`src/hdl/i2crd_pkg.sv`:
```
`timescale 1ns / 1ps

package i2crd_pkg;

    // Upper bound on the burst length; the capture index is six bits wide,
    // so the effective cap never exceeds 64.
    localparam int unsigned MAX_READ_LEN = 64;
    localparam int unsigned LEN_CAP_RAW  = (MAX_READ_LEN > 64) ? 64 : MAX_READ_LEN;
    localparam int unsigned LEN_CAP      = (LEN_CAP_RAW < 3) ? 3 : LEN_CAP_RAW;
    localparam logic [6:0]  LEN_MIN      = 7'd3;
    localparam logic [6:0]  LEN_MAX      = 7'(LEN_CAP);

    localparam logic [6:0]  TARGET_ADDRESS_RST   = 7'd39;
    localparam logic [7:0]  REGISTER_ADDRESS_RST = 8'd59;
    localparam logic [6:0]  READ_LENGTH_RST      = 7'd14;
    localparam logic [31:0] TIMEOUT_TICKS_RST    = 32'd50;

    typedef enum logic [1:0] {
        CFG_TARGET_ADDRESS   = 2'd0,
        CFG_REGISTER_ADDRESS = 2'd1,
        CFG_READ_LENGTH      = 2'd2,
        CFG_TIMEOUT_TICKS    = 2'd3
    } cfg_idx_t;

    typedef enum logic [0:0] {
        ACT_BEGIN = 1'b0,
        ACT_STEP  = 1'b1
    } action_t;

    typedef enum logic [2:0] {
        CMD_NONE       = 3'd0,
        CMD_START      = 3'd1,
        CMD_ACK_RESTART = 3'd2,
        CMD_ACK_OFF    = 3'd3,
        CMD_STOP       = 3'd4,
        CMD_NACK_STOP  = 3'd5,
        CMD_STOP_RESET = 3'd6
    } bus_cmd_t;

    typedef enum logic [3:0] {
        PH_IDLE          = 4'd0,
        PH_WAIT_START1   = 4'd1,
        PH_WAIT_ADDR1    = 4'd2,
        PH_WAIT_REG_TXE  = 4'd3,
        PH_WAIT_REG_BTF  = 4'd4,
        PH_WAIT_START2   = 4'd5,
        PH_WAIT_ADDR2    = 4'd6,
        PH_READ_MIDDLE   = 4'd7,
        PH_WAIT_BTF_PEN  = 4'd8,
        PH_WAIT_BTF_LAST = 4'd9
    } phase_t;

    typedef struct packed {
        logic [6:0]  target_address;
        logic [7:0]  register_address;
        logic [6:0]  read_length;
        logic [31:0] timeout_ticks;
    } cfg_t;

    typedef struct packed {
        logic        action;
        logic [31:0] tick_now;
        logic        start_sent;
        logic        address_done;
        logic        nack_seen;
        logic        tx_empty;
        logic        transfer_finished;
        logic        rx_ready;
        logic [7:0]  rx_data;
    } item_t;

    typedef struct packed {
        logic [2:0] bus_command;
        logic       tx_valid;
        logic [7:0] tx_byte;
        logic       capture_valid;
        logic [5:0] capture_index;
        logic [7:0] capture_byte;
        logic       done_res;
        logic       timed_out;
        logic [3:0] phase_code;
    } result_t;

endpackage

```
`src/hdl/i2crd_core.sv`:
```
`timescale 1ns / 1ps

module i2crd_core
    import i2crd_pkg::*;
(
    input  logic    clk,
    input  logic    rst_n,
    input  logic    accept,
    input  item_t   item,
    input  cfg_t    cfg,
    output result_t result
);

    phase_t      phase_reg, phase_next;
    logic [31:0] start_tick_reg, start_tick_next;
    logic [5:0]  byte_count_reg, byte_count_next;

    logic [6:0]  len;
    logic [5:0]  len_m1;
    logic [5:0]  len_m2;
    logic [31:0] elapsed;
    logic        expired;
    logic [5:0]  count_inc;
    logic        middle_done;

    // Clamp the burst length on every poll; the register may change between reads.
    always_comb
    begin
        if (cfg.read_length < LEN_MIN)
            len = LEN_MIN;
        else if (cfg.read_length > LEN_MAX)
            len = LEN_MAX;
        else
            len = cfg.read_length;
    end

    assign len_m1      = 6'(len - 7'd1);
    assign len_m2      = 6'(len - 7'd2);
    assign elapsed     = item.tick_now - start_tick_reg;
    assign expired     = elapsed > cfg.timeout_ticks;
    assign count_inc   = byte_count_reg + 6'd1;
    assign middle_done = {1'b0, count_inc} >= (len - 7'd2);

    // Next state
    always_comb
    begin
        phase_next      = phase_reg;
        start_tick_next = start_tick_reg;
        byte_count_next = byte_count_reg;
        if (item.action == ACT_BEGIN)
        begin
            phase_next      = PH_WAIT_START1;
            start_tick_next = item.tick_now;
            byte_count_next = 6'd0;
        end
        else if (phase_reg != PH_IDLE)
        begin
            if (expired)
                phase_next = PH_IDLE;
            else
            begin
                case (phase_reg)
                    PH_WAIT_START1:
                        if (item.start_sent)
                            phase_next = PH_WAIT_ADDR1;
                    PH_WAIT_ADDR1:
                        if (item.address_done)
                            phase_next = PH_WAIT_REG_TXE;
                        else if (item.nack_seen)
                            phase_next = PH_IDLE;
                    PH_WAIT_REG_TXE:
                        if (item.tx_empty)
                            phase_next = PH_WAIT_REG_BTF;
                    PH_WAIT_REG_BTF:
                        if (item.transfer_finished)
                            phase_next = PH_WAIT_START2;
                    PH_WAIT_START2:
                        if (item.start_sent)
                            phase_next = PH_WAIT_ADDR2;
                    PH_WAIT_ADDR2:
                        if (item.address_done)
                        begin
                            byte_count_next = 6'd0;
                            phase_next      = PH_READ_MIDDLE;
                        end
                        else if (item.nack_seen)
                            phase_next = PH_IDLE;
                    PH_READ_MIDDLE:
                        if (item.rx_ready)
                        begin
                            byte_count_next = count_inc;
                            if (middle_done)
                                phase_next = PH_WAIT_BTF_PEN;
                        end
                    PH_WAIT_BTF_PEN:
                        if (item.transfer_finished)
                            phase_next = PH_WAIT_BTF_LAST;
                    PH_WAIT_BTF_LAST:
                        if (item.transfer_finished)
                            phase_next = PH_IDLE;
                    default:
                        phase_next = PH_IDLE;
                endcase
            end
        end
    end

    // Outputs
    always_comb
    begin
        result            = '0;
        result.phase_code = phase_reg;
        if (item.action == ACT_BEGIN)
            result.bus_command = CMD_START;
        else if (phase_reg != PH_IDLE)
        begin
            if (expired)
            begin
                result.bus_command = CMD_STOP_RESET;
                result.timed_out   = 1'b1;
            end
            else
            begin
                case (phase_reg)
                    PH_WAIT_START1:
                        if (item.start_sent)
                        begin
                            result.tx_valid = 1'b1;
                            result.tx_byte  = {cfg.target_address, 1'b0};
                        end
                    PH_WAIT_ADDR1, PH_WAIT_ADDR2:
                        if (!item.address_done && item.nack_seen)
                            result.bus_command = CMD_NACK_STOP;
                    PH_WAIT_REG_TXE:
                        if (item.tx_empty)
                        begin
                            result.tx_valid = 1'b1;
                            result.tx_byte  = cfg.register_address;
                        end
                    PH_WAIT_REG_BTF:
                        if (item.transfer_finished)
                            result.bus_command = CMD_ACK_RESTART;
                    PH_WAIT_START2:
                        if (item.start_sent)
                        begin
                            result.tx_valid = 1'b1;
                            result.tx_byte  = {cfg.target_address, 1'b1};
                        end
                    PH_READ_MIDDLE:
                        if (item.rx_ready)
                        begin
                            result.capture_valid = 1'b1;
                            result.capture_index = byte_count_reg;
                            result.capture_byte  = item.rx_data;
                        end
                    PH_WAIT_BTF_PEN:
                        if (item.transfer_finished)
                        begin
                            result.bus_command   = CMD_ACK_OFF;
                            result.capture_valid = 1'b1;
                            result.capture_index = len_m2;
                            result.capture_byte  = item.rx_data;
                        end
                    PH_WAIT_BTF_LAST:
                        if (item.transfer_finished)
                        begin
                            result.bus_command   = CMD_STOP;
                            result.capture_valid = 1'b1;
                            result.capture_index = len_m1;
                            result.capture_byte  = item.rx_data;
                            result.done_res      = 1'b1;
                        end
                    default:
                        result.bus_command = CMD_NONE;
                endcase
            end
        end
    end

    always_ff @(posedge clk or negedge rst_n)
    begin
        if (!rst_n)
        begin
            phase_reg      <= PH_IDLE;
            start_tick_reg <= '0;
            byte_count_reg <= '0;
        end
        else if (accept)
        begin
            phase_reg      <= phase_next;
            start_tick_reg <= start_tick_next;
            byte_count_reg <= byte_count_next;
        end
    end

endmodule

```
`src/hdl/i2c_register_read_sequencer.sv`:
```
`timescale 1ns / 1ps

// I2C master register burst-read sequencer. Each poll item (begin or step,
// tick, bus status flags, received byte) produces exactly one result: a bus
// command plus optional transmit byte, captured byte with index, done or
// timeout flag, and the phase seen before the poll. One item is taken every
// clock while input stall is low. The phase logic sits between the input
// port and a two-entry output queue (output register plus skid register);
// a result goes to the skid register only while the output is held, so
// input stall rises only when both entries hold results the consumer has
// not taken. Configuration writes should be made while no result is pending.
module i2c_register_read_sequencer
    import i2crd_pkg::*;
(
    input  logic        clk,
    input  logic        rst_n,
    input  logic        cfg_write,
    input  logic [1:0]  cfg_index,
    input  logic [31:0] cfg_data,
    input  logic        in_valid,
    output logic        in_stall,
    input  logic        action,
    input  logic [31:0] tick_now,
    input  logic        start_sent,
    input  logic        address_done,
    input  logic        nack_seen,
    input  logic        tx_empty,
    input  logic        transfer_finished,
    input  logic        rx_ready,
    input  logic [7:0]  rx_data,
    output logic        out_valid,
    input  logic        out_stall,
    output logic [2:0]  bus_command,
    output logic        tx_valid,
    output logic [7:0]  tx_byte,
    output logic        capture_valid,
    output logic [5:0]  capture_index,
    output logic [7:0]  capture_byte,
    output logic        done_res,
    output logic        timed_out,
    output logic [3:0]  phase_code
);

    cfg_t    cfg_reg;
    item_t   item;
    result_t step_result;
    logic    accept;
    logic    out_ready;

    result_t out_reg, out_next;
    logic    out_valid_reg, out_valid_next;
    result_t skid_reg, skid_next;
    logic    skid_valid_reg, skid_valid_next;

    always_ff @(posedge clk or negedge rst_n)
    begin
        if (!rst_n)
        begin
            cfg_reg.target_address   <= TARGET_ADDRESS_RST;
            cfg_reg.register_address <= REGISTER_ADDRESS_RST;
            cfg_reg.read_length      <= READ_LENGTH_RST;
            cfg_reg.timeout_ticks    <= TIMEOUT_TICKS_RST;
        end
        else if (cfg_write)
        begin
            case (cfg_idx_t'(cfg_index))
                CFG_TARGET_ADDRESS:   cfg_reg.target_address   <= cfg_data[6:0];
                CFG_REGISTER_ADDRESS: cfg_reg.register_address <= cfg_data[7:0];
                CFG_READ_LENGTH:      cfg_reg.read_length      <= cfg_data[6:0];
                CFG_TIMEOUT_TICKS:    cfg_reg.timeout_ticks    <= cfg_data;
                default:              cfg_reg                  <= cfg_reg;
            endcase
        end
    end

    assign item = '{
        action:            action,
        tick_now:          tick_now,
        start_sent:        start_sent,
        address_done:      address_done,
        nack_seen:         nack_seen,
        tx_empty:          tx_empty,
        transfer_finished: transfer_finished,
        rx_ready:          rx_ready,
        rx_data:           rx_data
    };

    assign in_stall  = skid_valid_reg;
    assign accept    = in_valid && !skid_valid_reg;
    assign out_ready = !out_valid_reg || !out_stall;

    i2crd_core u_core (
        .clk    (clk),
        .rst_n  (rst_n),
        .accept (accept),
        .item   (item),
        .cfg    (cfg_reg),
        .result (step_result)
    );

    // Output register drains first; the skid entry catches a transfer that
    // arrives while the output is held.
    always_comb
    begin
        out_next        = out_reg;
        out_valid_next  = out_valid_reg;
        skid_next       = skid_reg;
        skid_valid_next = skid_valid_reg;
        if (out_ready)
        begin
            if (skid_valid_reg)
            begin
                out_next        = skid_reg;
                out_valid_next  = 1'b1;
                skid_valid_next = 1'b0;
            end
            else if (accept)
            begin
                out_next       = step_result;
                out_valid_next = 1'b1;
            end
            else
                out_valid_next = 1'b0;
        end
        else if (accept)
        begin
            skid_next       = step_result;
            skid_valid_next = 1'b1;
        end
    end

    always_ff @(posedge clk or negedge rst_n)
    begin
        if (!rst_n)
        begin
            out_valid_reg  <= 1'b0;
            skid_valid_reg <= 1'b0;
        end
        else
        begin
            out_valid_reg  <= out_valid_next;
            skid_valid_reg <= skid_valid_next;
        end
    end

    always_ff @(posedge clk)
    begin
        out_reg  <= out_next;
        skid_reg <= skid_next;
    end

    assign out_valid     = out_valid_reg;
    assign bus_command   = out_reg.bus_command;
    assign tx_valid      = out_reg.tx_valid;
    assign tx_byte       = out_reg.tx_byte;
    assign capture_valid = out_reg.capture_valid;
    assign capture_index = out_reg.capture_index;
    assign capture_byte  = out_reg.capture_byte;
    assign done_res      = out_reg.done_res;
    assign timed_out     = out_reg.timed_out;
    assign phase_code    = out_reg.phase_code;

endmodule

```
`config.mk`:
```
export PLATFORM = sky130hd
export DESIGN_NAME = i2c_register_read_sequencer
export DESIGN_NICKNAME = d
export VERILOG_FILES = /design/src/hdl/i2crd_pkg.sv /design/src/hdl/i2crd_core.sv /design/src/hdl/i2c_register_read_sequencer.sv
export SDC_FILE = /design/constraint.sdc
export NUM_CORES = 1
export LEC_CHECK = 0
export BUFFER_PORTS_ARGS = -buffer_cell sky130_fd_sc_hd__buf_2
export CORE_MARGIN = 2
export CORE_UTILIZATION = 45
export DETAILED_ROUTE_END_ITERATION = 7
export SYNTH_ARGS = -nofsm -noshare
export SYNTH_HDL_FRONTEND = slang
export SYNTH_SLANG_ARGS = --single-unit
```
`constraint.sdc`:
```
create_clock -name clk -period 8.8 [get_ports clk]
set_clock_uncertainty 0.2 [all_clocks]
set_input_delay 2.64 -clock clk [delete_from_list [all_inputs] [get_ports clk]]
set_output_delay 2.64 -clock clk [all_outputs]
set_load 0.005 [all_outputs]
```
Yosys cells after proc, flatten, opt, wreduce, memory -nomap -nowiden
Cells that the tools add are included.
{"block": "classes", "addsub": 4, "multipliers": 0, "div_mod_pow": 0, "magnitude_cmp": 4, "n_eq_ne": 25, "n_shift": 0, "n_mux": 49, "bitwise": 2, "reduce_logical": 21}
{"op": "33-bit two-way mux", "n": 2}
{"op": "4-bit two-way mux", "n": 14}
{"op": "15-bit one-hot mux with 3 select lines", "n": 1}
{"op": "4-bit one-hot mux with 9 select lines", "n": 1}
{"op": "32-bit > comparator", "n": 1}
{"op": "32-bit subtractor", "n": 1}
{"op": "15-bit two-way mux", "n": 2}
{"op": "6-bit two-way mux", "n": 5}
{"op": "29-bit two-way mux", "n": 1}
{"op": "4-bit by 3-bit != test with 1-bit output, second input constant", "n": 7}
{"op": "9-bit two-way mux", "n": 3}
{"op": "9-bit one-hot mux with 3 select lines", "n": 1}
{"op": "26-bit two-way mux", "n": 1}
{"op": "25-bit two-way mux", "n": 1}
{"op": "4-bit by 3-bit equality test with 1-bit output, second input constant", "n": 4}
{"op": "16-bit two-way mux", "n": 1}
{"op": "7-bit two-way mux", "n": 2}
{"op": "2-bit AND reduction", "n": 7}
{"op": "3-bit two-way mux", "n": 4}
{"op": "3-bit one-hot mux with 4 select lines", "n": 1}
{"op": "6-bit one-hot mux with 2 select lines", "n": 1}
{"op": "10-bit AND reduction", "n": 1}
{"op": "4-bit by 2-bit equality test with 1-bit output, second input constant", "n": 2}
{"op": "4-bit equality test, second input constant", "n": 2}
{"op": "other kinds (25)", "n": 39}
{"block": "word_totals", "regBits": 164, "latchBits": 0, "ram_bits": 0, "mem_bits_ro": 0, "input_bits": 86, "out_inout_bits": 35, "wordCells": 132, "memories": 0}

Depth between registers and ports, before layout
{"block": "logic_depth", "depth_word": 11, "ltp_mapped": 23, "ltp_nobuf": 21}

Hierarchy
A second synthesis with hierarchy kept.
{"block": "hier_totals", "cells_unflattened": 881, "area_unflattened_um2": 9775.6}
{"mod": "i2crd_core", "n_inst": 1, "cells_per_inst": 654, "area_each_um2": 5248.8, "seq_area_each_um2": 1051.0}
{"mod": "i2c_register_read_sequencer", "n_inst": 1, "cells_per_inst": 227, "area_each_um2": 4526.8, "seq_area_each_um2": 3402.0}

Worst setup path before layout
Ideal clock, no wire load.
{"block": "synth_path", "path_kind": "input to register", "from": "input port tick_now[0]", "to": "register out_reg, in the netlist capture_byte[7], data pin", "setup_ns": 0.256, "arrival_ns": 6.438, "required_ns": 8.344, "path_slack_ns": 1.906, "cell_stages": 23, "path_buffers": 2, "cell_sequence": "inv_1 > ha_1 > inv_1 > fa_1 > a21o_1 > a221oi_4 > o21ai_1 > a32o_1 > a21oi_2 > o21ai_1 > o221ai_1 > xnor2_1 > ha_1 > nand4_1 > nor2_1 > and3_1 > nand3_1 > nor3b_1 > a31oi_4 > o311a_1 > buf_2 > buf_4 > a22o_1"}
{"block": "synth_between", "elab_chain_cells": 7}
{"item": "from (decl)", "line": "i2c_register_read_sequencer.sv:23", "text": "input logic [31:0] tick_now,"}
{"item": "32-bit subtractor", "line": "i2crd_core.sv:39", "text": "assign elapsed = item.tick_now - start_tick_reg;"}
{"item": "32-bit > comparator", "line": "i2crd_core.sv:40", "text": "assign expired = elapsed > cfg.timeout_ticks;"}
{"item": "25-bit two-way mux", "line": "i2crd_core.sv:117", "text": "if (expired)"}
{"item": "29-bit two-way mux", "line": "i2crd_core.sv:115", "text": "else if (phase_reg != PH_IDLE)"}
{"item": "26-bit two-way mux", "line": "i2crd_core.sv:113", "text": "if (item.action == ACT_BEGIN)"}
{"item": "33-bit two-way mux", "line": "i2c_register_read_sequencer.sv:117", "text": "else if (accept)"}
{"item": "33-bit two-way mux", "line": "i2c_register_read_sequencer.sv:111", "text": "if (skid_valid_reg)"}
{"item": "to (signal assigned)", "line": "i2c_register_read_sequencer.sv:148", "text": "out_reg <= out_next;"}
{"item": "to (decl)", "line": "i2c_register_read_sequencer.sv:50", "text": "result_t out_reg, out_next;"}
Every way passes these cells. The select of a mux whose other input is x is not followed.
A chain may end at the register's enable or synchronous reset.

Final worst setup path
{"block": "layout_path", "from": "input port tick_now[0]", "to": "register out_reg, in the netlist capture_valid, data pin"}
Same word-level chain as after synthesis.

==> metrics.md <==
| Metric | Value |
|---|---|
| H-Tree Depth | `4` |
| RSZ-0062 raised after global routing | `no` |
| Worst-skew pair later-pin latency | `0.43 ns` |
| Initial antenna violation count | `0` |
| Layout cells sized above 1 | `0.246` |
| Syn Inst Count | `908` |
| Tcrit/Tclk final | `0.835` |
| CP cell instances | `buf_2 -> inv_1 -> ha_1 -> inv_1 -> fa_1 -> a21o_1 -> a221oi_4 -> o21ai_1 -> a32o_1 -> a21oi_2 -> o21ai_1 -> o221ai_1 -> xnor2_1 -> ha_1 -> nand4_1 -> nor2_1 -> and3_1 -> nand3_1 -> nor3b_1 -> a31oi_4 -> o311a_1 -> mux2_2` |
| Max FFs per register | `54` |
| Most frequent cells in the layout | `119 x buf_2, 82 x dfrtp_1, 77 x inv_1` |
| Chip height | `150 um` |
| Worst path arrival time | `7.45 ns` |
| Post-cts resize count | `0` |
| Main area contributors after synthesis | `dfrtp_1 22%, edfxtp_1 21%, ha_1 9.4%` |
| Nets | `1,176` |
| Chip Width | `150 um` |
| Critical setup path kind | `primary input to flip-flop` |
| All-layer global routing usage | `0.183` |
| Max cap viols | `0` |
| Crit path depth | `22` |
| CTS tree | `done` |
| Met1 GRT Util | `0.256` |
| Post-synth top area share | `0.218` |
| Routing usage on met2 | `0.294` |
| Hold slack | `0.307 ns` |
| Distinct cells, synth | `66` |
| Vias post-DR | `6,946` |
| Clock Pin Slew Worst Setup and Hold Paths | `0.07 ns` |
| CTS Hold Bufs | `0` |
| Register bit total from synthesis | `164` |
| Worst slew pin tran | `1.13 ns` |
| Synthesized Nets | `1,067` |
| Maximum clock insertion buffer count | `2` |
| Cell taking the most area after synthesis | `dfrtp_1` |
| Vias in the first global route | `6,605` |
| Ys Warns | `0` |
| Cells after DPL | `1,273` |
| End of the critical path | `capture_valid$_DFFE_PP_` |
| Worst setup startpoint | `tick_now[0]` |
| Worst Path Max Fanout | `18` |
| Outcome | `complete, no violations` |
| Flop-to-flop setup slack | `3.45 ns` |
| Drt drc | `0` |
| GP Congestion | `0.864` |
| Gr busiest metal | `met2` |
| Main synth FF type | `dfrtp_1` |
| Initial Util | `0.456` |
| Detailed router's first-iteration violation count | `335` |
| CP bufs+invs | `3` |
| Slowest stage delay, CP | `0.64 ns` |
| Core Rows | `53` |
| Seq/Total Area, Yosys | `0.466` |
| Largest net degree at the start of global routing | `74` |
| Slew headroom | `0.247` |
| Synth Area per Inst | `10.5 um^2` |
| Number of synthesized flops with an enable pin | `66` |
| First-pass iteration count of the detailed router | `5` |
| Met3 usage | `0.0308` |
| Top Ports | `121` |
| Design Power | `2.54 mW` |
| Top delay family on crit path | `compound AO/OA/AOI/OAI gates` |
| DR WL/cell | `15.0 um` |
| Setup bufs post-CTS | `0` |
| Core Region | `21,000 um^2` |
| Pleak | `4.89 nW` |
| First-pass GRT wire length | `32.8 mm` |
| Setup TNS | `0 ns` |
| P&R area growth vs syn | `15.3%` |
| CTS Buf Count | `17` |
| Via-per-instance ratio | `5.32` |
| Clk sinks | `164` |
| Post-synth ARST share | `0.598` |
| Total grt overflow | `0` |
| Layout Utilization | `0.525` |
| Die area | `22,400 um^2` |
| Cell Count, Final, Fillers Out | `1,305` |
| Fin crit period | `7.34 ns` |
| Crit end category | `flip-flop` |
| Fmax achieved | `0.136 GHz` |
| Reg2reg start | `u_core.start_tick_reg[0]$_DFFE_PN0P_` |
| IO Port Bufs | `120` |
| Power per cell area | `231 nW/um^2` |
| Clock Tree Root | `clkbuf_16` |
| Hold Path Class | `flip-flop to flip-flop` |
| Final wirelength | `19.5 mm` |
| DP Wirelength | `14.4 mm` |
| Reg2reg end | `capture_valid$_DFFE_PP_` |
| Final setup vio count | `0` |
| Final Hold Fails | `0` |
| Worst Path Required | `8.91 ns` |
| Crit start category | `primary input` |
| Routed Antenna Nets | `0` |
| Max Slew Vio Count | `0` |
| Crit path max-delay cell type | `o311a_1` |
| Number of cells on the worst reg-to-reg path | `20` |
| Antenna fix cells | `0` |
| Maximum VDD drop | `0.000144 V` |
| Mapped cell area | `9550 um^2` |
| Commonest non-fill, non-tap cell in the layout | `buf_2` |
worst reg2reg max path, delay by kind of cell (launching register included):
family                   cells  cell delay, ns
buffers and inverters        1            0.05
flip-flops                   1            0.35
AND/OR/NAND/NOR              5            0.75
AO/OA/AOI/OAI                9            2.66
adder cells (fa/ha/maj)      3            0.86
multiplexers                 1            0.26
XOR/XNOR                     1            0.10
area by class of cell:
cell class,count,area (um^2)
repair buffers,123,626
inverters,77,289
fillers,1936,9950
clock inverters,14,161
flip-flops and latches,164,4450
multi-input cells,634,4700
clock buffers,18,429
well taps,275,344
synthesized netlist by cell type (22+ instances only):
| master | n |
|---|---|
| dfrtp_1 | 83 |
| o21ai_0 | 55 |
| nor2_1 | 56 |
| nor2b_1 | 22 |
| nand2_1 | 75 |
| xnor2_1 | 29 |
| edfxtp_1 | 66 |
| inv_1 | 77 |
| a21oi_1 | 40 |
| clkbuf_1 | 25 |
| mux2_2 | 64 |
| ha_1 | 72 |
per-stage QoR:
step,area (um^2),worst slack [ns]
6_report,11000,1.46
5_1_grt,11000,1.07
4_1_cts,11000,1.42
3_5_place_dp,10400,0.973
3_3_place_gp,10400,1.04
2_1_floorplan,9550,1.91
where the power goes:
group / internal [mW] / switching [mW]
clock network: 0.405 / 0.344
registers: 0.916 / 0.0746
logic: 0.356 / 0.446
total: 1.68 / 0.865
cell families after synthesis:
logic type,count (synthesis),synth area share
adder cells (fa/ha/maj),73,0.0964
buffers and inverters,110,0.0440
multiplexers,68,0.0797
AND/OR/NAND/NOR,239,0.121
flip-flops,164,0.466
AO/OA/AOI/OAI,220,0.161
XOR/XNOR,34,0.0312
metal layers:
metal | vias to the layer above | part of all wire
met3 | 22 | 0.041
met1 | 3262 | 0.48
li1 | 3508 | -
met4 | 0 | 0.013
met5 | - | 0
met2 | 154 | 0.47
worst min-delay path by stage:
stage | start | slack [ns] | depth (start not counted) | to
after floorplan | u_core.phase_reg[1]$_DFFE_PN0P_ | 0.22 | 0 | skid_reg[1]$_DFFE_PP_
after global placement | cfg_reg[41]$_DFFE_PN0P_ | 0.29 | 1 | cfg_reg[41]$_DFFE_PN0P_
after detailed placement | cfg_reg[27]$_DFFE_PN0P_ | 0.29 | 1 | cfg_reg[27]$_DFFE_PN0P_
after CTS | cfg_reg[27]$_DFFE_PN0P_ | 0.31 | 1 | cfg_reg[27]$_DFFE_PN0P_
after global routing | cfg_reg[41]$_DFFE_PN0P_ | 0.32 | 1 | cfg_reg[41]$_DFFE_PN0P_
final | cfg_reg[27]$_DFFE_PN0P_ | 0.31 | 1 | cfg_reg[27]$_DFFE_PN0P_
Power figures use the tool's default switching activity.
